### src/hdl/tpsg_pkg.sv
package tpsg_pkg;

	// Width of the elapsed counter and of the stored durations.
	localparam int TimeBits = 32;
	// Logical level of the output after reset.
	localparam logic InitialOn = 1'b0;
	// Width of the duration fields of an input item.
	localparam int FieldBits = 32;

	typedef logic [TimeBits-1:0] time_t;

	typedef enum logic [2:0] {
		CMD_TICK      = 3'd0,
		CMD_ON        = 3'd1,
		CMD_OFF       = 3'd2,
		CMD_TIMED_ON  = 3'd3,
		CMD_TIMED_OFF = 3'd4,
		CMD_ON_OFF    = 3'd5,
		CMD_SQUARE    = 3'd6,
		CMD_INVERT    = 3'd7
	} cmd_e;

	typedef enum logic [2:0] {
		ACT_IDLE   = 3'd0,
		ACT_OFF    = 3'd1,
		ACT_ON     = 3'd2,
		ACT_ONOFF  = 3'd3,
		ACT_SQUARE = 3'd4
	} action_e;

	typedef struct packed {
		cmd_e                 cmd;
		logic [FieldBits-1:0] on_time;
		logic [FieldBits-1:0] off_time;
	} item_t;

	typedef struct packed {
		logic pin_level;
		logic is_on;
		logic done_res;
	} result_t;

	// Fits a duration field to the counter width, zero extending or truncating.
	function automatic time_t to_time(input logic [FieldBits-1:0] v);
		logic [127:0] wide;
		begin
			wide = 128'(v);
			return wide[TimeBits-1:0];
		end
	endfunction

endpackage

### src/hdl/tpsg_if.sv
interface tpsg_in_if;
	logic                           valid;
	logic                           ready;
	logic [2:0]                     cmd;
	logic [tpsg_pkg::FieldBits-1:0] on_time;
	logic [tpsg_pkg::FieldBits-1:0] off_time;

	modport source (output valid, output cmd, output on_time, output off_time, input ready);
	modport sink (input valid, input cmd, input on_time, input off_time, output ready);
endinterface

interface tpsg_out_if;
	logic valid;
	logic ready;
	logic pin_level;
	logic is_on;
	logic done_res;

	modport source (output valid, output pin_level, output is_on, output done_res, input ready);
	modport sink (input valid, input pin_level, input is_on, input done_res, output ready);
endinterface

### src/hdl/timed_output_pulse_square_generator_top.sv
// Throughput: one item per cycle while out_ch is not stalled. The state update for an item is a
// single pass from the input register through the timer compare and increment into the state
// and result registers; the result waits in the result register until out_ch takes it.
// Reset: arst_n is asynchronous and active low; it clears both pipeline valids, sets the
// output off (logically), clears the timers and pending action, and sets active_low to zero.
module timed_output_pulse_square_generator_top (
	input  logic              clk,
	input  logic              arst_n,
	input  logic              active_low_we,
	input  logic              active_low_wdata,
	tpsg_in_if.sink           in_ch,
	tpsg_out_if.source        out_ch
);
	import tpsg_pkg::*;

	// Polarity register. The user must write it only while no item is in flight, so the result
	// of each item sees the value that was current when it was taken; the block does not enforce it.
	logic active_low_q;

	always_ff @(posedge clk or negedge arst_n) begin
		if (!arst_n) begin
			active_low_q <= 1'b0;
		end else if (active_low_we) begin
			active_low_q <= active_low_wdata;
		end
	end

	// Input register. An item waits here until the result register can take its result.
	logic    valid_s1;
	item_t   item_s1;
	logic    advance;

	// Result register. It parts the output handshake from the input side, so a new
	// item can be taken into an empty input register while a finished result waits to be collected.
	logic    out_valid_q;
	result_t res_q;
	result_t res_next;

	assign advance      = valid_s1 && (!out_valid_q || out_ch.ready);
	assign in_ch.ready  = !valid_s1 || advance;

	always_ff @(posedge clk or negedge arst_n) begin
		if (!arst_n) begin
			valid_s1 <= 1'b0;
		end else if (in_ch.ready) begin
			valid_s1 <= in_ch.valid;
		end
	end

	always_ff @(posedge clk) begin
		if (in_ch.valid && in_ch.ready) begin
			item_s1.cmd      <= cmd_e'(in_ch.cmd);
			item_s1.on_time  <= in_ch.on_time;
			item_s1.off_time <= in_ch.off_time;
		end
	end

	// The timer and level state advance exactly once for each item that moves
	// from the input register into the result register.
	tpsg_core u_core (
		.clk        (clk),
		.arst_n     (arst_n),
		.en         (advance),
		.item       (item_s1),
		.active_low (active_low_q),
		.res        (res_next)
	);

	always_ff @(posedge clk or negedge arst_n) begin
		if (!arst_n) begin
			out_valid_q <= 1'b0;
		end else if (advance) begin
			out_valid_q <= 1'b1;
		end else if (out_ch.ready) begin
			out_valid_q <= 1'b0;
		end
	end

	always_ff @(posedge clk) begin
		if (advance) begin
			res_q <= res_next;
		end
	end

	assign out_ch.valid     = out_valid_q;
	assign out_ch.pin_level = res_q.pin_level;
	assign out_ch.is_on     = res_q.is_on;
	assign out_ch.done_res  = res_q.done_res;

`ifndef NO_ASSERTIONS
	// A new result only appears when an item has moved out of the input register.
	a_result_from_item: assert property (@(posedge clk) disable iff (!arst_n)
		$rose(out_ch.valid) |-> $past(advance))
		else $error("result appeared without an item");

	// A plain on command leaves the output on with nothing pending.
	a_plain_on: assert property (@(posedge clk) disable iff (!arst_n)
		(advance && item_s1.cmd == CMD_ON) |=> (out_ch.is_on && out_ch.done_res))
		else $error("plain on command gave a wrong result");

	// A timed on command turns the output on and leaves a switch-off pending.
	a_timed_on: assert property (@(posedge clk) disable iff (!arst_n)
		(advance && item_s1.cmd == CMD_TIMED_ON) |=> (out_ch.is_on && !out_ch.done_res))
		else $error("timed on command gave a wrong result");
`endif

endmodule

### src/hdl/tpsg_core.sv
module tpsg_core (
	input  logic              clk,
	input  logic              arst_n,
	input  logic              en,
	input  tpsg_pkg::item_t   item,
	input  logic              active_low,
	output tpsg_pkg::result_t res
);
	import tpsg_pkg::*;

	logic    level_on_q;
	action_e act_q;
	time_t   elapsed_q;
	time_t   duration_q;
	time_t   saved_on_q;
	time_t   saved_off_q;

	logic    level_on_d;
	action_e act_d;
	time_t   elapsed_d;
	time_t   duration_d;
	time_t   saved_on_d;
	time_t   saved_off_d;

	time_t   elapsed_inc;
	logic    fire;
	logic    idle_now;

	assign elapsed_inc = (elapsed_q != '1) ? elapsed_q + time_t'(1) : elapsed_q;
	assign fire        = (elapsed_inc >= duration_q);
	assign idle_now    = (act_q == ACT_IDLE);

	always_comb begin
		level_on_d  = level_on_q;
		act_d       = act_q;
		elapsed_d   = elapsed_q;
		duration_d  = duration_q;
		saved_on_d  = saved_on_q;
		saved_off_d = saved_off_q;
		unique case (item.cmd)
			CMD_TICK: begin
				elapsed_d = elapsed_inc;
				if (fire) begin
					unique case (act_q)
						ACT_OFF: begin
							level_on_d = 1'b0;
							act_d      = ACT_IDLE;
						end
						ACT_ON: begin
							level_on_d = 1'b1;
							act_d      = ACT_IDLE;
						end
						ACT_ONOFF: begin
							level_on_d = 1'b0;
							duration_d = saved_off_q;
							elapsed_d  = '0;
							act_d      = ACT_OFF;
						end
						ACT_SQUARE: begin
							level_on_d = ~level_on_q;
							duration_d = level_on_q ? saved_off_q : saved_on_q;
							elapsed_d  = '0;
						end
						default: begin
						end
					endcase
				end
			end
			CMD_ON, CMD_OFF: begin
				level_on_d = (item.cmd == CMD_ON);
				act_d      = ACT_IDLE;
			end
			CMD_TIMED_ON: begin
				level_on_d = 1'b1;
				duration_d = to_time(item.on_time);
				elapsed_d  = '0;
				act_d      = ACT_OFF;
			end
			CMD_TIMED_OFF: begin
				level_on_d = 1'b0;
				duration_d = to_time(item.off_time);
				elapsed_d  = '0;
				act_d      = ACT_ON;
			end
			CMD_ON_OFF: begin
				// Only taken when nothing is pending.
				if (idle_now) begin
					saved_on_d  = to_time(item.on_time);
					saved_off_d = to_time(item.off_time);
					level_on_d  = 1'b1;
					duration_d  = to_time(item.on_time);
					elapsed_d   = '0;
					act_d       = ACT_ONOFF;
				end
			end
			CMD_SQUARE: begin
				saved_on_d  = to_time(item.on_time);
				saved_off_d = to_time(item.off_time);
				level_on_d  = 1'b1;
				duration_d  = to_time(item.on_time);
				elapsed_d   = '0;
				act_d       = ACT_SQUARE;
			end
			CMD_INVERT: begin
				level_on_d = ~level_on_q;
				act_d      = ACT_IDLE;
			end
			default: begin
			end
		endcase
	end

	always_comb begin
		res.is_on     = level_on_d;
		res.pin_level = level_on_d ^ active_low;
		res.done_res  = (act_d == ACT_IDLE);
	end

	always_ff @(posedge clk or negedge arst_n) begin
		if (!arst_n) begin
			level_on_q  <= InitialOn;
			act_q       <= ACT_IDLE;
			elapsed_q   <= '0;
			duration_q  <= '0;
			saved_on_q  <= '0;
			saved_off_q <= '0;
		end else if (en) begin
			level_on_q  <= level_on_d;
			act_q       <= act_d;
			elapsed_q   <= elapsed_d;
			duration_q  <= duration_d;
			saved_on_q  <= saved_on_d;
			saved_off_q <= saved_off_d;
		end
	end

endmodule

### src/flat_wrapper.sv
// flat-port wrapper written by rule: the top's interface ports become plain ports
module timed_output_pulse_square_generator_top_flat import tpsg_pkg::*;
  (clk, arst_n, active_low_we, active_low_wdata, in_ch_valid, in_ch_cmd, in_ch_on_time, in_ch_off_time, in_ch_ready, out_ch_valid, out_ch_pin_level, out_ch_is_on, out_ch_done_res, out_ch_ready);
  tpsg_in_if in_ch_i ();
  tpsg_out_if out_ch_i ();
  input  logic clk;
  input  logic arst_n;
  input  logic active_low_we;
  input  logic active_low_wdata;
  input wire logic [$bits(in_ch_i.valid)-1:0] in_ch_valid;
  input wire logic [$bits(in_ch_i.cmd)-1:0] in_ch_cmd;
  input wire logic [$bits(in_ch_i.on_time)-1:0] in_ch_on_time;
  input wire logic [$bits(in_ch_i.off_time)-1:0] in_ch_off_time;
  output wire logic [$bits(in_ch_i.ready)-1:0] in_ch_ready;
  output wire logic [$bits(out_ch_i.valid)-1:0] out_ch_valid;
  output wire logic [$bits(out_ch_i.pin_level)-1:0] out_ch_pin_level;
  output wire logic [$bits(out_ch_i.is_on)-1:0] out_ch_is_on;
  output wire logic [$bits(out_ch_i.done_res)-1:0] out_ch_done_res;
  input wire logic [$bits(out_ch_i.ready)-1:0] out_ch_ready;
  assign in_ch_i.valid = in_ch_valid;
  assign in_ch_i.cmd = in_ch_cmd;
  assign in_ch_i.on_time = in_ch_on_time;
  assign in_ch_i.off_time = in_ch_off_time;
  assign in_ch_ready = in_ch_i.ready;
  assign out_ch_valid = out_ch_i.valid;
  assign out_ch_pin_level = out_ch_i.pin_level;
  assign out_ch_is_on = out_ch_i.is_on;
  assign out_ch_done_res = out_ch_i.done_res;
  assign out_ch_i.ready = out_ch_ready;
  timed_output_pulse_square_generator_top u_core (.clk(clk), .arst_n(arst_n), .active_low_we(active_low_we), .active_low_wdata(active_low_wdata), .in_ch(in_ch_i), .out_ch(out_ch_i));
endmodule
### config.mk
export PLATFORM = sky130hd
export DESIGN_NAME = timed_output_pulse_square_generator_top_flat
export DESIGN_NICKNAME = d
export VERILOG_FILES = /design/src/hdl/tpsg_pkg.sv /design/src/hdl/tpsg_if.sv /design/src/hdl/timed_output_pulse_square_generator_top.sv /design/src/hdl/tpsg_core.sv /design/src/flat_wrapper.sv
export SDC_FILE = /design/constraint.sdc
export NUM_CORES = 1
export LEC_CHECK = 0
export ABC_AREA = 1
export ABC_CLOCK_PERIOD_IN_PS = 4300
export BUFFER_PORTS_ARGS = -buffer_cell sky130_fd_sc_hd__buf_4
export CORE_MARGIN = 2
export CORE_UTILIZATION = 40
export DETAILED_ROUTE_END_ITERATION = 12
export PLACE_DENSITY = 0.58
export SLEW_MARGIN = 20
export SYNTH_ARGS = -nofsm -noshare
export SYNTH_HDL_FRONTEND = slang
export SYNTH_SLANG_ARGS = --single-unit
### constraint.sdc
create_clock -name clk -period 4.3 [get_ports clk]
set_clock_uncertainty 0.1 [all_clocks]
set_input_delay 0 -clock clk [delete_from_list [all_inputs] [get_ports clk]]
set_output_delay 0 -clock clk [all_outputs]
set_load 0.05 [all_outputs]
# Yosys cells after proc, flatten, opt, wreduce, memory -nomap -nowiden
# Cells that the tools add are included.
dict set report classes {
  n_addsub 1
  mul 0
  div 0
  magnitude_cmp 1
  n_eq_ne 15
  n_shift 0
  muxes 23
  n_bitwise 2
  n_reduce_logical 23
}
# op n
set op_table {}
lappend op_table {{32-bit two-way mux} 8}
lappend op_table {{32-bit case mux with 2 select lines} 3}
lappend op_table {{32-bit case mux with 4 select lines} 1}
lappend op_table {{32-bit case mux with 3 select lines} 1}
lappend op_table {{32-bit by 1-bit adder with 32-bit output (second input constant)} 1}
lappend op_table {{32-bit >= comparator} 1}
lappend op_table {{32-bit inequality test (second input constant)} 1}
lappend op_table {{3-bit case mux with 6 select lines} 1}
lappend op_table {{3-bit == test (second input constant)} 5}
lappend op_table {{3-bit by 2-bit == test with 1-bit output (second input constant)} 4}
lappend op_table {{2-bit OR reduction} 5}
lappend op_table {{3-bit logical NOT} 3}
lappend op_table {{3-bit by 1-bit == test with 1-bit output (second input constant)} 2}
lappend op_table {{3-bit two-way mux} 2}
lappend op_table {{1-bit case mux with 6 select lines} 1}
lappend op_table {{3-bit case mux with 2 select lines} 1}
lappend op_table {{3-bit AND reduction} 2}
lappend op_table {{3-bit OR reduction} 2}
lappend op_table {{5-bit AND reduction} 1}
lappend op_table {{1-bit two-way mux} 4}
lappend op_table {{2-bit inequality test (second input constant)} 2}
lappend op_table {{2-bit nonzero test} 2}
lappend op_table {{4-bit nonzero test} 1}
lappend op_table {{3-bit by 1-bit inequality test with 1-bit output (second input constant)} 1}
lappend op_table {{7 further kinds} 10}
dict set report word_totals {
  register_bits 205
  latch_bits 0
  ram_bits 0
  rom_bits 0
  in_bits 73
  output_inout_bits 5
  wordCells 80
  memories 0
}

# Longest topological paths before layout
dict set report logic_depth {
  word_depth 6
  mapped_depth 28
  depth_no_buf 26
}

# By module
# Synthesis repeated with hierarchy kept, for this count alone.
dict set report unflattened {
  hier_cells 1171
  hier_area_um2 10371.2
}
# module n_inst cells_each area_each_um2 seq_area_each_um2
set by_module_without_submodules {}
lappend by_module_without_submodules {tpsg_core 1 1085 8136.6 3303.2}
lappend by_module_without_submodules {timed_output_pulse_square_generator_top 1 86 2234.6 2177.1}

# Least setup slack after synthesis
# Ideal clock, no wire load.
dict set report synth_path {
  path_type {register to register}
  from {register u_core.u_core.elapsed_q[0]}
  to {register u_core.u_core.duration_q[2]}
  setup_ns 0.066
  arrival_ns 3.061
  t_required_ns 4.134
  slack_ns 1.074
  path_stages_with_launch 29
  path_buffers 2
  synth_period_minus_slack_ns 3.226
  path_cell_list {dfrtp_1 -> ha_1 -> nand2_1 -> nor2_2 -> nand2_1 -> inv_1 -> nand3_1 -> nor3_2 -> inv_2 -> buf_6 -> o21ai_1 -> inv_1 -> ha_1 -> nand2_1 -> nand2_1 -> nand2_1 -> nand2_1 -> nand2_1 -> nand2_1 -> nand2_1 -> nand2_1 -> nand2_1 -> nand2_2 -> nand2_1 -> nand2_2 -> nand2_2 -> buf_2 -> nand2_1 -> nand2_1}
}
dict set report synth_via {
  elab_chain_cells 5
  word_cells_on_any_way 6
  cone_classes {add/sub (1); order compare (1); eq/ne (2); mux (1); reduce/logical (1)}
}
# element line_no
set synth_lines {}
lappend synth_lines {{start, declared} tpsg_core.sv:13} ;# time_t elapsed_q;
lappend synth_lines {{start signal, assigned} tpsg_core.sv:130} ;# elapsed_q <= elapsed_d;
lappend synth_lines {{32-bit by 1-bit adder with 32-bit output or 32-bit inequality test (tied branches)} tpsg_core.sv:29} ;# assign elapsed_inc = (elapsed_q != '1) ? elapsed_q + time_t'(1) : elapsed_q;
lappend synth_lines {{32-bit two-way mux (*)} tpsg_core.sv:29}
lappend synth_lines {{32-bit >= comparator (*)} tpsg_core.sv:30} ;# assign fire = (elapsed_inc >= duration_q);
lappend synth_lines {{2-bit inequality test (no line) (*)} -}
lappend synth_lines {{5-bit AND reduction (no line) (*)} -}
lappend synth_lines {{end signal, assigned} tpsg_core.sv:131} ;# duration_q <= duration_d;
lappend synth_lines {{end, declared} tpsg_core.sv:14} ;# time_t duration_q;
# Every way passes the cells marked *; elsewhere a longest branch is shown, timed or not.
# A chain may end at the register's enable or synchronous reset.

# Final worst setup path
dict set report layout_path {
  from {register u_core.u_core.elapsed_q[0]}
  to {register u_core.u_core.elapsed_q[2]}
}
dict set report layout_via {
  elab_chain_cells 5
  word_cells_on_any_way 7
  cone_classes {add/sub (1); order compare (1); eq/ne (1); mux (4)}
}
# element line_no
set layout_lines {}
lappend layout_lines {{32-bit by 1-bit adder with 32-bit output or 32-bit inequality test (tied branches)} tpsg_core.sv:29}
lappend layout_lines {{32-bit two-way mux (*)} tpsg_core.sv:29}
lappend layout_lines {{32-bit >= comparator or 32-bit two-way mux (tied branches)} {tpsg_core.sv:30, tpsg_core.sv:44}}
lappend layout_lines {{32-bit two-way mux (*)} tpsg_core.sv:43} ;# if (fire) begin
lappend layout_lines {{32-bit case mux with 3 select lines (*)} tpsg_core.sv:40} ;# unique case (item.cmd)
# Marks and branches as above.

==> reports/results.ini <==
[critical_path]
crit_slowest_cell = dfrtp_2
r2r-end = u_core.u_core.elapsed_q[2]
cpMostUsedCell = nand2_1
crit_fanout = 30
critPathMaxStageDelay_ns = 0.42
reg2regPathDepth = 26
worstPathArrival_ns = 4.12
startpoint_type = register
r2r-start = u_core.u_core.elapsed_q[0]
criticalPathCategory = register to register
critPathCaptureType = register
critPathLaunch = u_core.u_core.elapsed_q[0]
r2r_slack_ns = 0.51
critPathRequiredTime_ns = 4.63

[power]
clockPowerShare_pct = 32.9
power_frac_seq_pct = 44.2
peakVddDrop_mv = 0.381
p_sw_share_pct = 30.4
pwr-share-comb_pct = 22.8
leakage_nw = 6.12
internal-power_w = 0.00448
power_density_mw_per_mm2 = 500
p_sw_w = 0.00196

[synth]
synth_mux_area_share_pct = 0
synth_cells = 1212
synth-xor-area-share_pct = 2.27
postSynthNetCount = 1318
yosys_warnings = 0
synth-edff-count = 70
syn-cell-area_sq_mm = 0.0104
synth_top_family_by_area = simple AND/OR/NAND/NOR gates
synth_cell_types = 37
synth_seq_cells = 205
async_reset_ff_share_pct = 65.9
synth_area_per_cell_sq_um = 8.59
seq_area_frac_synth_pct = 52.7
yosys.area_share.simple_pct = 20.2
synth-adder-area-share_pct = 3.97
ys.flop_type = dfrtp_1
synth_compound_area_share_pct = 11.3

[floorplan]
dieHeight_um = 165
rows = 59
ioPinCount = 78
coreArea_sq_mm = 0.0258
die_w_um = 165
die_area_sq_mm = 0.0273
initial_core_util_pct = 40.3

[grt]
grt_max_degree = 129
antenna_found_initial = 0
track_usage_pct = 17.7
grt_pass1_vias = 7866
grt-ovfl-total = 0
grt_pass1_wl_um = 39300

[sta]
worstMarginPinSlew_ns = 0.951
fin_crit_ns = 3.79
report.final.slew_viol_count = 0
hold_violations = 0
setup_viol = 0
setup_ws_ns = 0.509
fin_crit_sh_pct = 88.2
fmax_mhz = 264
tns_ns = 0
slew-limit-headroom_pct = 36.6

[run]
cap_viol_max_count = 0

[finish]
final_nets = 1455
drive_above_1_share_pct = 11.0
syn2layout_area_growth_pct = 23.7
instances_no_fill = 1702
fillers = 2400
antenna_cells = 0

[drt]
wl_per_cell_um = 13.8
final_antenna_net_count = 0
firstDrtPassIters = 5
vias_per_cell = 4.82
wl_um = 23600
drt_iter0_markers = 537
vias = 8212
drcViolationCount = 0

[clock_tree]
cts_max_level = 1
cts_root_buffer = clkbuf_16
cts_tree = yes
cts_sinks = 205
clock_latency_ns = 0.51
clk_path_buf_depth = 3
path_clk_slew_ns = 0.06
numCtsBuffers = 25

[place]
port_buffers = 77
hpwl_um = 15800
pre_cts_slack_ns = 0.336
place.gp.congestion = 0.922
dp.cells = 1583

[status]
status = finished clean

[min_path]
hold_class = primary input to asynchronous set/reset pin

-- cells by family after synthesis --
logic type	after synthesis
buf+inv	248
simple gates	513
fa+ha+maj	33
xor+xnor	27
flops	205
compound gates	186
-- stage by stage --
step / hold WS, ns / power (W) / instance area (sq um) / util (%)
detailed placement: 0.0309 / 0.00430 / 11300 / 43.6
finish: 0.0250 / 0.00644 / 12900 / 49.8
global route: 0.0896 / 0.00693 / 12900 / 49.8
global placement: 0.0247 / 0.00426 / 11300 / 43.6
floorplan: -0.396 / 0.00389 / 10400 / -
CTS: 0.0596 / 0.00652 / 12900 / 49.8
-- registers in the layout (all words and copies together) (netlist names) --
signal / count
u_core.active_low_q: 1
u_core.item_s1: 67
u_core.out_ch.done_res: 1
u_core.out_ch.is_on: 1
u_core.out_ch.pin_level: 1
u_core.out_ch.valid: 1
u_core.u_core.act_q: 3
u_core.u_core.duration_q: 32
u_core.u_core.elapsed_q: 32
u_core.u_core.level_on_q: 1
u_core.u_core.saved_off_q: 32
u_core.u_core.saved_on_q: 32
u_core.valid_s1: 1
-- synth_stat cells, types with 3 or more instances --
library cell	n	area share, %
o211ai_1	33	2.4
o21ai_0	89	4.3
o221ai_1	32	2.7
nor3_1	18	0.87
dfrtp_1	135	32
nor2_1	58	2.1
edfxtp_1	70	20
clkbuf_2	3	0.14
xor2_1	23	1.9
buf_6	3	0.32
buf_2	29	1.4
nand4_1	3	0.18
a21oi_1	15	0.72
inv_2	5	0.18
ha_1	33	4.0
o21ai_1	5	0.24
nand2_1	335	12
xnor2_1	4	0.34
inv_1	191	6.9
clkbuf_1	17	0.61
nand3_1	85	4.1
nand2_2	3	0.18
-- worst max path at each step --
stage	slack (ns)	cells after the start	endpoint
2_1_floorplan	1.07	28	u_core.u_core.duration_q[2]
3_3_place_gp	0.49	26	u_core.u_core.duration_q[6]
3_5_place_dp	0.34	26	u_core.u_core.duration_q[26]
4_1_cts	0.32	26	u_core.u_core.duration_q[28]
5_1_grt	-0.008	26	u_core.u_core.elapsed_q[10]
6_report	0.51	26	u_core.u_core.elapsed_q[2]
-- power by group through the flow --
| stage | sequential, W | combinational (W) | clock (W) |
|---|---|---|---|
| finish | 0.00285 | 0.00147 | 0.00212 |
| global route | 0.00292 | 0.00174 | 0.00227 |
| CTS | 0.00285 | 0.00149 | 0.00218 |
| detailed placement | 0.00288 | 0.00143 | 0 |
| global placement | 0.00287 | 0.00139 | 0 |
| floorplan | 0.00282 | 0.00106 | 0 |
-- cell type report --
class	instances	area (sq um)	area share [%]
sequential	205	5480	42.6
inverter	196	738	5.74
clock inverter	11	143	1.11
tap	335	419	3.26
timing repair buffer	162	1420	11.0
multi-input combinational	759	3970	30.9
clock buffer	34	699	5.43
-- layer usage --
layer	part of all wire, %	vias up	global-route usage [%]	wire length, um
li1	-	4227	-	-
met1	49	3784	26.2	11600
met2	45	173	27.6	10600
met3	4.4	28	2.50	1030
met4	1.5	0	4.27	346
met5	0	-	0	0
-- repair_timing --
| item | 4_1_cts | 5_1_grt |
|---|---|---|
| hold buffers | 74 | 0 |
| setup endpoints to repair | 0 | 49 |
| buffers inserted | 0 | 0 |
| gates resized for setup | 0 | 5 |
| endpoints found under the hold margin | 156 | 0 |
-- cells in the final DEF, fill, tap and decap left out, types with 3 or more instances in the layout --
cell	instances
nand2_1	335
inv_1	190
dfrtp_1	134
o21ai_0	88
buf_4	86
nand3_1	85
dlygate4sd3_1	74
edfxtp_1	70
nor2_1	56
o211ai_1	33
ha_1	33
o221ai_1	32
clkbuf_16	25
xor2_1	23
nor3_1	18
a21oi_1	15
o21ai_1	5
inv_2	5
clkbuf_1	5
xnor2_1	4
clkbuf_8	4
nand4_1	3
clkinvlp_4	3
bufinv_16	3
-- critical path: cells and delay by family (launching register included) --
family / cells / cell delay [ns]
flops: 1 / 0.42
simple gates: 17 / 1.57
buf+inv: 5 / 0.81
compound gates: 2 / 0.32
fa+ha+maj: 2 / 0.48
(Power assumes the default switching activity.)
